[src/rtl/core/swa_pkg.sv]
`default_nettype none

package swa_pkg;

    localparam int WINDOW_MAX  = 64;
    localparam int ADDR_BITS   = 6;
    localparam int SAMPLE_BITS = 16;
    localparam int LEN_BITS    = 7;
    localparam int SUM_BITS    = 22;
    localparam int POS_BITS    = 16;
    localparam int AVG_BITS    = 24;
    localparam int FRAC_BITS   = 8;
    localparam int DVD_BITS    = SUM_BITS + FRAC_BITS;
    localparam int REM_BITS    = LEN_BITS + 1;
    localparam int STEP_BITS   = 5;

    localparam logic [LEN_BITS-1:0]  LEN_RESET = LEN_BITS'(3);
    localparam logic [POS_BITS-1:0]  POS_LIMIT = '1;
    localparam logic [STEP_BITS-1:0] LAST_STEP = STEP_BITS'(DVD_BITS - 1);

    // One divide job handed from the front to the back.
    typedef struct packed {
        logic signed [SUM_BITS-1:0] sum;
        logic [LEN_BITS-1:0]        len;
        logic [POS_BITS-1:0]        pos;
    } t_job;

    typedef enum logic {
        F_IDLE,
        F_UPDATE
    } t_front_state;

    typedef enum logic [1:0] {
        B_IDLE,
        B_DIV,
        B_DONE
    } t_back_state;

    // Clamp the programmed window length into 1..WINDOW_MAX.
    function automatic logic [LEN_BITS-1:0] eff_len(input logic [LEN_BITS-1:0] len);
        logic [LEN_BITS-1:0] res;
        if (len == '0) begin
            res = LEN_BITS'(1);
        end else if (len > LEN_BITS'(WINDOW_MAX)) begin
            res = LEN_BITS'(WINDOW_MAX);
        end else begin
            res = len;
        end
        return res;
    endfunction

endpackage

`default_nettype wire

[src/rtl/core/sliding_window_average_unit.sv]
// Simple moving average over a programmable window of signed 16-bit samples.
//
// Input stream: s_axis_tdata carries the sample, s_axis_tlast marks the last
// sample of a sequence. The first window_len-1 samples of a sequence give no
// output; every later sample gives one output transfer on m_axis with the
// window average in signed Q.8 (truncated toward zero) and the 1-based index
// of the newest sample, saturating at 65535. After a tlast transfer the fill
// count, running sum, ring position and index clear.
// Configuration: a transfer on i_cfg_valid/o_cfg_ready writes window_len
// (0 acts as 1, above 64 acts as 64) and starts a new sequence. Write it only
// while the block is idle; o_cfg_ready is always high.
// Timing: the front handles each sample as a ring read, then an update, and
// holds the update while it has a job and the job queue is full; the back
// runs a restoring divider at one quotient bit per cycle, which sets the
// sustained sample rate. The front can take new samples while the back divides.
// A two-entry job queue and the output register decouple the sides, so a
// stalled receiver only holds off input once both are full.
// Reset clears all control state and sets window_len to 3; no ring clearing
// pass is needed.
`default_nettype none

module sliding_window_average_unit (
    input  wire                             i_clk,
    input  wire                             i_rst_n,
    input  wire                             i_cfg_valid,
    output logic                            o_cfg_ready,
    input  wire [swa_pkg::LEN_BITS-1:0]     i_cfg_data,     // window_len
    input  wire                             s_axis_tvalid,
    output logic                            s_axis_tready,
    input  wire [15:0]                      s_axis_tdata,   // [15:0] sample
    input  wire                             s_axis_tlast,
    output logic                            m_axis_tvalid,
    input  wire                             m_axis_tready,
    output logic [39:0]                     m_axis_tdata    // [23:0] average_q8,
                                                            // [39:24] window_end
);

    swa_pkg::t_job job_in;
    swa_pkg::t_job job_out;
    logic          push;
    logic          pop;
    logic          q_empty;
    logic          q_full;

    assign o_cfg_ready = 1'b1;

    // Front: accept samples, maintain ring and running sum, issue divide jobs.
    swa_front u_front (
        .i_clk      (i_clk),
        .i_rst_n    (i_rst_n),
        .i_cfg_valid(i_cfg_valid),
        .i_cfg_data (i_cfg_data),
        .i_valid    (s_axis_tvalid),
        .o_ready    (s_axis_tready),
        .i_sample   (s_axis_tdata),
        .i_last     (s_axis_tlast),
        .i_q_full   (q_full),
        .o_push     (push),
        .o_job      (job_in)
    );

    // Hold pending jobs so the front keeps going while the divider works.
    swa_queue u_queue (
        .i_clk  (i_clk),
        .i_rst_n(i_rst_n),
        .i_push (push),
        .i_data (job_in),
        .i_pop  (pop),
        .o_data (job_out),
        .o_empty(q_empty),
        .o_full (q_full)
    );

    // Back: divide sum * 256 by the window length and drive the output register.
    swa_back u_back (
        .i_clk       (i_clk),
        .i_rst_n     (i_rst_n),
        .i_q_empty   (q_empty),
        .i_job       (job_out),
        .o_pop       (pop),
        .o_valid     (m_axis_tvalid),
        .i_ready     (m_axis_tready),
        .o_average_q8(m_axis_tdata[23:0]),
        .o_window_end(m_axis_tdata[39:24])
    );

endmodule

`default_nettype wire

[src/rtl/core/swa_queue.sv]
`default_nettype none

module swa_queue (
    input  wire              i_clk,
    input  wire              i_rst_n,
    input  wire              i_push,
    input  swa_pkg::t_job    i_data,
    input  wire              i_pop,
    output swa_pkg::t_job    o_data,
    output logic             o_empty,
    output logic             o_full
);

    swa_pkg::t_job r_mem [2];
    logic          r_wr_ptr;
    logic          r_rd_ptr;
    logic [1:0]    r_count;

    always_ff @(posedge i_clk) begin
        if (i_push) begin
            r_mem[r_wr_ptr] <= i_data;
        end
    end

    always_ff @(posedge i_clk) begin
        if (!i_rst_n) begin
            r_wr_ptr <= 1'b0;
            r_rd_ptr <= 1'b0;
            r_count  <= 2'd0;
        end else begin
            if (i_push) begin
                r_wr_ptr <= ~r_wr_ptr;
            end
            if (i_pop) begin
                r_rd_ptr <= ~r_rd_ptr;
            end
            case ({i_push, i_pop})
                2'b10:   r_count <= r_count + 2'd1;
                2'b01:   r_count <= r_count - 2'd1;
                default: r_count <= r_count;
            endcase
        end
    end

    assign o_data  = r_mem[r_rd_ptr];
    assign o_empty = (r_count == 2'd0);
    assign o_full  = (r_count == 2'd2);

endmodule

`default_nettype wire

[src/rtl/core/swa_front.sv]
`default_nettype none

module swa_front (
    input  wire                                   i_clk,
    input  wire                                   i_rst_n,
    input  wire                                   i_cfg_valid,
    input  wire [swa_pkg::LEN_BITS-1:0]           i_cfg_data,
    input  wire                                   i_valid,
    output logic                                  o_ready,
    input  wire signed [swa_pkg::SAMPLE_BITS-1:0] i_sample,
    input  wire                                   i_last,
    input  wire                                   i_q_full,
    output logic                                  o_push,
    output swa_pkg::t_job                         o_job
);

    localparam int AB = swa_pkg::ADDR_BITS;
    localparam int LB = swa_pkg::LEN_BITS;
    localparam int SB = swa_pkg::SUM_BITS;
    localparam int PB = swa_pkg::POS_BITS;

    logic signed [swa_pkg::SAMPLE_BITS-1:0] r_ring [swa_pkg::WINDOW_MAX];
    logic signed [swa_pkg::SAMPLE_BITS-1:0] r_old;
    logic signed [swa_pkg::SAMPLE_BITS-1:0] r_sample;
    logic                                   r_last;

    swa_pkg::t_front_state r_state, n_state;
    logic [LB-1:0]        r_len_cfg;
    logic [AB-1:0]        r_wp, n_wp;
    logic [LB-1:0]        r_fill, n_fill;
    logic signed [SB-1:0] r_sum, n_sum;
    logic [PB-1:0]        r_pos, n_pos;

    logic [LB-1:0] len;
    logic          accept;
    logic          was_full;
    logic          produce;
    logic          stall;
    logic          commit;

    assign len    = swa_pkg::eff_len(r_len_cfg);
    assign accept = i_valid && o_ready;

    // Update arithmetic for the held sample.
    always_comb begin
        was_full = (r_fill >= len);
        n_sum    = r_sum + SB'(r_sample)
                   - (was_full ? SB'(r_old) : SB'(0));
        n_fill   = was_full ? r_fill : r_fill + LB'(1);
        n_pos    = (r_pos == swa_pkg::POS_LIMIT) ? r_pos : r_pos + PB'(1);
        n_wp     = ((LB'(r_wp) + LB'(1)) >= len) ? AB'(0) : r_wp + AB'(1);
        produce  = (n_fill >= len);
    end

    always_comb begin
        n_state = r_state;
        case (r_state)
            swa_pkg::F_IDLE: begin
                if (accept) begin
                    n_state = swa_pkg::F_UPDATE;
                end
            end
            swa_pkg::F_UPDATE: begin
                if (!stall) begin
                    n_state = swa_pkg::F_IDLE;
                end
            end
            default: n_state = swa_pkg::F_IDLE;
        endcase
    end

    always_comb begin
        o_ready = 1'b0;
        stall   = 1'b0;
        commit  = 1'b0;
        case (r_state)
            swa_pkg::F_IDLE: begin
                o_ready = 1'b1;
            end
            swa_pkg::F_UPDATE: begin
                stall  = produce && i_q_full;
                commit = !stall;
            end
            default: begin
                o_ready = 1'b0;
            end
        endcase
        o_push = commit && produce;
    end

    assign o_job.sum = n_sum;
    assign o_job.len = len;
    assign o_job.pos = n_pos;

    // Ring store: read the outgoing entry on accept, write the new one on commit.
    always_ff @(posedge i_clk) begin
        if (accept) begin
            r_old    <= r_ring[r_wp];
            r_sample <= i_sample;
            r_last   <= i_last;
        end
        if (commit) begin
            r_ring[r_wp] <= r_sample;
        end
    end

    always_ff @(posedge i_clk) begin
        if (!i_rst_n) begin
            r_state   <= swa_pkg::F_IDLE;
            r_len_cfg <= swa_pkg::LEN_RESET;
            r_wp      <= '0;
            r_fill    <= '0;
            r_sum     <= '0;
            r_pos     <= '0;
        end else begin
            r_state <= n_state;
            if (i_cfg_valid) begin
                r_len_cfg <= i_cfg_data;
                r_wp      <= '0;
                r_fill    <= '0;
                r_sum     <= '0;
                r_pos     <= '0;
            end else if (commit) begin
                if (r_last) begin
                    r_wp   <= '0;
                    r_fill <= '0;
                    r_sum  <= '0;
                    r_pos  <= '0;
                end else begin
                    r_wp   <= n_wp;
                    r_fill <= n_fill;
                    r_sum  <= n_sum;
                    r_pos  <= n_pos;
                end
            end
        end
    end

endmodule

`default_nettype wire

[src/rtl/core/swa_back.sv]
`default_nettype none

module swa_back (
    input  wire                                 i_clk,
    input  wire                                 i_rst_n,
    input  wire                                 i_q_empty,
    input  swa_pkg::t_job                       i_job,
    output logic                                o_pop,
    output logic                                o_valid,
    input  wire                                 i_ready,
    output logic [swa_pkg::AVG_BITS-1:0]        o_average_q8,
    output logic [swa_pkg::POS_BITS-1:0]        o_window_end
);

    localparam int DB = swa_pkg::DVD_BITS;
    localparam int RB = swa_pkg::REM_BITS;
    localparam int SB = swa_pkg::SUM_BITS;

    swa_pkg::t_back_state r_state, n_state;

    logic [DB-1:0]                 r_quo;
    logic [RB-1:0]                 r_rem;
    logic [swa_pkg::LEN_BITS-1:0]  r_len;
    logic [swa_pkg::POS_BITS-1:0]  r_pos;
    logic                          r_neg;
    logic [swa_pkg::STEP_BITS-1:0] r_step;
    logic                          r_out_valid;

    logic [SB-1:0] mag;
    logic [RB-1:0] trial;
    logic          fits;
    logic [DB-1:0] signed_quo;
    logic          out_free;
    logic          load_out;

    assign mag   = i_job.sum[SB-1] ? SB'(-i_job.sum) : SB'(i_job.sum);
    assign trial = {r_rem[RB-2:0], r_quo[DB-1]};
    assign fits  = (trial >= RB'(r_len));
    assign signed_quo = r_neg ? DB'(-r_quo) : r_quo;
    assign out_free   = !r_out_valid || i_ready;

    always_comb begin
        n_state = r_state;
        case (r_state)
            swa_pkg::B_IDLE: begin
                if (!i_q_empty) begin
                    n_state = swa_pkg::B_DIV;
                end
            end
            swa_pkg::B_DIV: begin
                if (r_step == swa_pkg::LAST_STEP) begin
                    n_state = swa_pkg::B_DONE;
                end
            end
            swa_pkg::B_DONE: begin
                if (out_free) begin
                    n_state = swa_pkg::B_IDLE;
                end
            end
            default: n_state = swa_pkg::B_IDLE;
        endcase
    end

    always_comb begin
        o_pop    = 1'b0;
        load_out = 1'b0;
        case (r_state)
            swa_pkg::B_IDLE: o_pop    = !i_q_empty;
            swa_pkg::B_DONE: load_out = out_free;
            default: begin
                o_pop    = 1'b0;
                load_out = 1'b0;
            end
        endcase
    end

    // Restoring divide, one quotient bit a cycle, on the magnitude of sum * 256.
    always_ff @(posedge i_clk) begin
        if (o_pop) begin
            r_quo  <= {mag, swa_pkg::FRAC_BITS'(0)};
            r_rem  <= '0;
            r_len  <= i_job.len;
            r_pos  <= i_job.pos;
            r_neg  <= i_job.sum[SB-1];
        end else if (r_state == swa_pkg::B_DIV) begin
            r_rem <= fits ? trial - RB'(r_len) : trial;
            r_quo <= {r_quo[DB-2:0], fits};
        end
        if (load_out) begin
            o_average_q8 <= signed_quo[swa_pkg::AVG_BITS-1:0];
            o_window_end <= r_pos;
        end
    end

    always_ff @(posedge i_clk) begin
        if (!i_rst_n) begin
            r_state     <= swa_pkg::B_IDLE;
            r_step      <= '0;
            r_out_valid <= 1'b0;
        end else begin
            r_state <= n_state;
            if (o_pop) begin
                r_step <= '0;
            end else if (r_state == swa_pkg::B_DIV) begin
                r_step <= r_step + swa_pkg::STEP_BITS'(1);
            end
            if (load_out) begin
                r_out_valid <= 1'b1;
            end else if (i_ready) begin
                r_out_valid <= 1'b0;
            end
        end
    end

    assign o_valid = r_out_valid;

endmodule

`default_nettype wire
[config.mk]
export PLATFORM = sky130hd
export DESIGN_NAME = sliding_window_average_unit
export DESIGN_NICKNAME = d
export VERILOG_FILES = /design/src/rtl/core/swa_pkg.sv /design/src/rtl/core/sliding_window_average_unit.sv /design/src/rtl/core/swa_queue.sv /design/src/rtl/core/swa_front.sv /design/src/rtl/core/swa_back.sv
export SDC_FILE = /design/constraint.sdc
export NUM_CORES = 1
export LEC_CHECK = 0
export BUFFER_PORTS_ARGS = -buffer_cell sky130_fd_sc_hd__buf_2
export CAP_MARGIN = 10
export CORE_MARGIN = 3
export CORE_UTILIZATION = 25
export CTS_CLUSTER_DIAMETER = 60
export CTS_CLUSTER_SIZE = 10
export DETAILED_ROUTE_END_ITERATION = 7
export PLACE_DENSITY_LB_ADDON = 0.15
export SLEW_MARGIN = 20
export SYNTH_ARGS = -nofsm -noshare
export SYNTH_HDL_FRONTEND = slang
export SYNTH_SLANG_ARGS = --single-unit
[constraint.sdc]
create_clock -name i_clk -period 5 [get_ports i_clk]
set_clock_uncertainty 0.05 [all_clocks]
set_input_delay 1 -clock i_clk [delete_from_list [all_inputs] [get_ports i_clk]]
set_output_delay 1 -clock i_clk [all_outputs]
set_load 0.005 [all_outputs]
# After elaboration in Yosys (flattened, before gate mapping)
# Memory sizes are Yosys's and may differ from the RTL's. A register that Yosys moved wholly into a read port is not among the register bits.
# Cells that the tools add are included.
[op_classes]
addsub = 12
order_cmp = 5
eq_ne = 10
mux = 36
n_bitwise = 4
n_reduce_logical = 16
[ops]
columns = ["op", "n"]
rows = [
  ["$mux W22", 3],
  ["$mux W30", 2],
  ["$mux W7", 5],
  ["$mux W16", 2],
  ["$mux W24", 1],
  ["$neg A24 Y24", 1],
  ["$add A22 B16 Y22", 1],
  ["$neg A22 Y22", 1],
  ["$sub A22 B22 Y22", 1],
  ["$ge A7 B7 Y1", 3],
  ["$add A16 B1 Y16 const B", 1],
  ["$eq A16 B16 Y1 const B", 1],
  ["$mux W1", 15],
  ["$mux W6", 2],
  ["$ge A8 B7 Y1", 1],
  ["$add A6 B1 Y7 const B", 1],
  ["$add A7 B1 Y7 const B", 1],
  ["$gt A7 B7 Y1 const B", 1],
  ["$logic_not A7 Y1", 1],
  ["$sub A7 B7 Y7", 1],
  ["$add A6 B1 Y6 const B", 1],
  ["$eq A2 B2 Y1 const B", 3],
  ["$mux W2", 3],
  ["$pmux W2 S3", 1],
  ["17 further kinds", 30],
]
[totals]
register_bits = 189
ramBits = 1114
input_bits = 29
out_inout_bits = 43
elab_cells = 107
mem_count = 2
[memory_table]
columns = ["name", "words", "word_bits", "rd", "rd_ports_with_merged_regs", "wr", "line_no", "source"]
rows = [
  ["u_front.r_ring", 64, 16, 1, 1, 1, "swa_front.sv:22", "logic signed [swa_pkg::SAMPLE_BITS-1:0] r_ring [swa_pkg::WINDOW_MAX];"],
  ["u_queue.r_mem", 2, 45, 1, 1, 1, "swa_queue.sv:14", "swa_pkg::t_job r_mem [2];"],
]

# Depth between registers and ports, before layout
[depth]
ltp_word = 12
depth_mapped = 20
mapped_depth_nobuf = 19

# Cells and area by module
# A second synthesis with hierarchy kept.
[hier_totals]
cells_unflattened = 3490
area_unflattened_um2 = 54232.0
[modules_own_cells]
columns = ["mod", "instances", "cells_per_inst", "area_per_inst_um2", "seq_area_each_um2"]
rows = [
  ["swa_front", 1, 2916, 45787.7, 32921.6],
  ["swa_back", 1, 410, 4982.3, 3042.9],
  ["swa_queue", 1, 162, 3450.8, 2802.7],
  ["sliding_window_average_unit", 1, 2, 11.3, 0.0],
]

# Worst setup path after synthesis
# No wires, ideal clock.
[synth_timing]
kind = "register to register"
startpoint = "register u_front.r_len_cfg[1]"
endpoint = "memory u_queue.r_mem[0][0] (netlist bit) (enable)"
setup_time_ns = 0.449
t_arrival_ns = 4.852
t_required_ns = 4.501
setup_slack_ns = -0.351
stages_incl_launch_ff = 18
n_path_buf = 1
period_less_slack_ns = 5.351
cell_sequence = "dfxtp_1 -> nor3_1 -> a21oi_1 -> nor2_1 -> ha_1 -> nand2b_1 -> a31oi_1 -> o21a_1 -> and2_1 -> clkbuf_1 -> nand3_1 -> xnor2_1 -> ha_1 -> a211o_1 -> a31oi_1 -> a21oi_1 -> nand3_1 -> nor2_1"
[synth_rtl]
columns = ["item", "line_no", "source"]
rows = [
  ["from (decl)", "swa_front.sv:28", "logic [LB-1:0] r_len_cfg;"],
  ["from (signal assigned)", "swa_front.sv:110", "r_len_cfg <= swa_pkg::LEN_RESET;"],
  ["from (signal assigned)", "swa_front.sv:118", "r_len_cfg <= i_cfg_data;"],
  ["to (decl)", "swa_queue.sv:14", ""],
]

==> flow_summary_export.csv <==
group,metric,value,unit
yosys,syn_area_per_cell,16.4,um2
power,switching_share,24.6,%
setup_path,path_buf_inv,2,
setup_path,critPathMaxFanout,16,
timing,hold_viol,0,
cts,cts_sinks,1320,
yosys,ys.flop_type,"edfxtp_1",
flow_run,cap_violations,0,
grt,grtUsageTotal,14.5,%
setup_path,crit_chain,"nor3_1 > a21oi_1 > nor2_1 > ha_1 > nand2b_1 > a31oi_1 > o21a_1 > and2_1 > nand3_1 > xnor2_1 > ha_1 > a211o_1 > a31oi_1 > o21a_1 > buf_12 > nand2_2 > nor2_2 > buf_4",
yosys,ys_warn_count,0,
layout,nNetsFinal,3657,
setup_path,reg2reg_depth,18,
die,dieArea,222000,um2
yosys,synthCells,3300,
place,place_inst,6210,
power,pwr_density_cell,405,nW/um2
cts,cts_tree,"done",
route,wl_per_cell,25.4,um
route,drtIter0Drc,2696,
power,p_clk_share,40.3,%
setup_path,worstReg2RegEnd,"u_front.r_ring[5][2]$_DFFE_PP_",
timing,setup-tns-final,0,ns
setup_path,path_delay_family,"simple AND/OR/NAND/NOR gates",
place,dp_hpwl,104000,um
outcome,status,"complete, no violations",
min_path,holdCritStartpoint,"s_axis_tdata[14]",
timing,relSlewSlack,24.0,%
setup_path,reg2reg_from,"u_front.r_len_cfg[1]$_SDFFE_PN1P_",
power,p_int,19.4,mW
setup_path,slowest_stage,"dfxtp_1",
yosys,netlist_area,54000,um2
setup_path,crit_arrival,4.99,ns
timing,period_share,91.8,%
timing,rsz0062_at_grt,"false",
yosys,synth-async-reset-ratio,0,%
setup_path,crit_type,"reg -> reg",
route,drc_errors,0,
power,p_seq_share,50.1,%
timing,worst_pin_slew,1.14,ns
yosys,syn-num-nets,3409,
die,die_width,471,um
power,ir_worst_vdd,0.332,mV
power,p_sw,6.35,mW
power,pwr-share-comb,9.7,%
layout,areaGrowthSynthToFinish,18.1,%
cts,insertion_delay,0.78,ns
cts,clock_path_buffers,3,
min_path,min_path_cells,1,
timing,fmax,0.218,GHz
layout,fin_cells,6444,
setup_path,rrSetupSlack,0.41,ns
yosys,synth.area.top_cells,"edfxtp_1, mux4_2, dfxtp_1",
setup_path,crit_required,5.40,ns
route,num_vias,29900,
grt,gr-total-overflow,0,
die,start_util,25.3,%
timing,period_needed,4.59,ns
yosys,synth_most_common_cell,"edfxtp_1",
setup_path,cpPeakStageDelay,0.32,ns
route,drt-pass1-iter-count,7,
min_path,hold_path_class,"in -> reg",
timing,slew_violations,0,
grt,grt_pass1_wl,232000,um
grt,antenna_found_initial,19,
cts,root_buffer,"clkbuf_16",
die,die_y,471,um
power,p_leak,20.2,nW
yosys,yosysSeqAreaShare,71.8,%
timing,setup_violations,0,
route,viasPerCell,4.63,
grt,grt_max_degree,69,
yosys,ys_ff_latch,1320,
layout,drive_above_1_share,20.4,%
cts,cts-buffers-inserted,157,
layout,fillCellCount,21100,
route,ant_nets,0,
place,port_buffers,70,
setup_path,worst_setup_path_end_kind,"flop",
setup_path,start_kind,"flop",
power,p_total,25.8,mW
die,core-area,213000,um2
yosys,synth_largest_area_cell,"edfxtp_1",
cts,clk_pin_slew,0.06,ns
die,num_rows,169,
cts,cts_max_level,4,
grt,grt_pass1_vias,30100,
yosys,yosysTopAreaCellShare,68.6,%
route,wl,164000,um
yosys,synth_edf_count,1233,
die,ios,72,
yosys,synth.distinct_cells,81,
place,gp_congestion,0.825,
min_path,min_to,"u_front.r_sample[14]$_DFFE_PP_",
yosys,synth_common_cells,"edfxtp_1, nor2_1, a21oi_1, mux2i_1, nand2_1",
-- flip-flops by register name (all words and copies together), names as in the netlist, 6 cells and up, named ones only --
register	flops
u_front.r_fill	7
u_back.r_quo	30
u_back.r_rem	7
u_back.r_pos	16
u_front.r_pos	16
u_back.o_average_q8	24
u_front.r_wp	6
u_front.r_sum	22
u_front.r_ring	1024
u_front.r_len_cfg	7
u_back.o_window_end	16
u_front.r_old	16
u_back.r_len	7
u_front.r_sample	16
u_queue.r_mem	90
-- layer usage --
metal,part of all wire [%],up-vias,track usage [%]
met5,0.027,-,0
met4,2.7,8,4.01
met3,6.5,244,3.52
met2,45,859,22.7
met1,45,15300,20.1
li1,-,13400,-
-- power groups by stage --
stage               clock (mW)  combinational (mW)  sequential (mW)
floorplan                    0                1.74             13.1
global placement             0                2.55             13.1
detailed placement           0                2.56             13.1
CTS                       10.7                2.56             12.9
global route              11.2                2.82             13.0
finish                    10.4                2.50             12.9
-- kinds of logic (layout without fill, tap and decap cells) --
family	count (synthesis)	in the layout	synth area share, %
xor gates and xnor gates	93	93	1.51
other	1	9	0.00695
AOI/OAI and AO/OA	630	630	7.82
adders and majority gates	80	80	2.16
buffers and inverters	294	609	2.48
muxes	351	351	9.51
and+or+nand+nor	531	531	4.71
DFF	1320	1320	71.8
-- per-stage QoR --
| step | instance area (um2) | utilization, % | setup WS, ns | hold slack [ns] |
|---|---|---|---|---|
| final | 63700 | 29.9 | 0.409 | 0.344 |
| after global routing | 63700 | 29.9 | 0.0282 | 0.285 |
| after CTS | 63700 | 29.9 | 0.122 | 0.266 |
| after detailed placement | 59200 | 27.8 | 0.156 | 0.355 |
| after global placement | 59200 | 27.8 | 0.0891 | 0.355 |
| after floorplan | 54000 | - | 0.199 | 0.350 |
-- layout by cell type, fill, tap and decap left out, types with 68 or more instances in the layout --
cell,Yosys,layout
a22oi_1,82,82
mux2i_1,147,147
clkbuf_16,0,158
buf_4,27,155
o21ai_0,79,79
nand2_1,128,126
edfxtp_1,1233,1233
dfxtp_1,87,83
mux4_2,120,120
buf_2,57,70
a21oi_1,148,148
mux2_2,69,69
xnor2_1,68,68
nor2_1,184,128
inv_1,113,113
-- how the worst max path moves through the flow --
stage | from | to | slack [ns] | cells past startpoint
3_3_place_gp | u_front.r_len_cfg[1]$_SDFFE_PN1P_ | u_front.r_ring[37][13]$_DFFE_PP_ | 0.09 | 18
2_1_floorplan | u_front.r_len_cfg[1]$_SDFFE_PN1P_ | u_front.r_ring[12][0]$_DFFE_PP_ | 0.20 | 18
6_report | u_front.r_len_cfg[1]$_SDFFE_PN1P_ | u_front.r_ring[5][2]$_DFFE_PP_ | 0.41 | 18
5_1_grt | u_front.r_len_cfg[1]$_SDFFE_PN1P_ | u_front.r_ring[59][13]$_DFFE_PP_ | 0.03 | 18
3_5_place_dp | u_front.r_len_cfg[1]$_SDFFE_PN1P_ | u_front.r_ring[5][10]$_DFFE_PP_ | 0.16 | 18
4_1_cts | u_front.r_len_cfg[1]$_SDFFE_PN1P_ | u_front.r_ring[59][9]$_DFFE_PP_ | 0.12 | 18
-- what timing repair did --
item | 4_1_cts | 5_1_grt
hold buffers | 0 | 0
endpoints found under the setup margin | 0 | 256
resized for setup | 0 | 2
buffers inserted | 0 | 0
-- final cells by class --
type                    instances  area (um2)  share of cell area, %
inverters                     115         432                  0.677
repair buffers                268        2370                   3.73
diodes                          8        20.0                 0.0314
clock inverters                34         417                  0.654
multi-input cells            1686       14100                   22.1
well taps                    2821        3530                   5.54
flip-flops and latches       1320       38800                   60.8
clock buffers                 192        4090                   6.42
(Power assumes the default switching activity.)
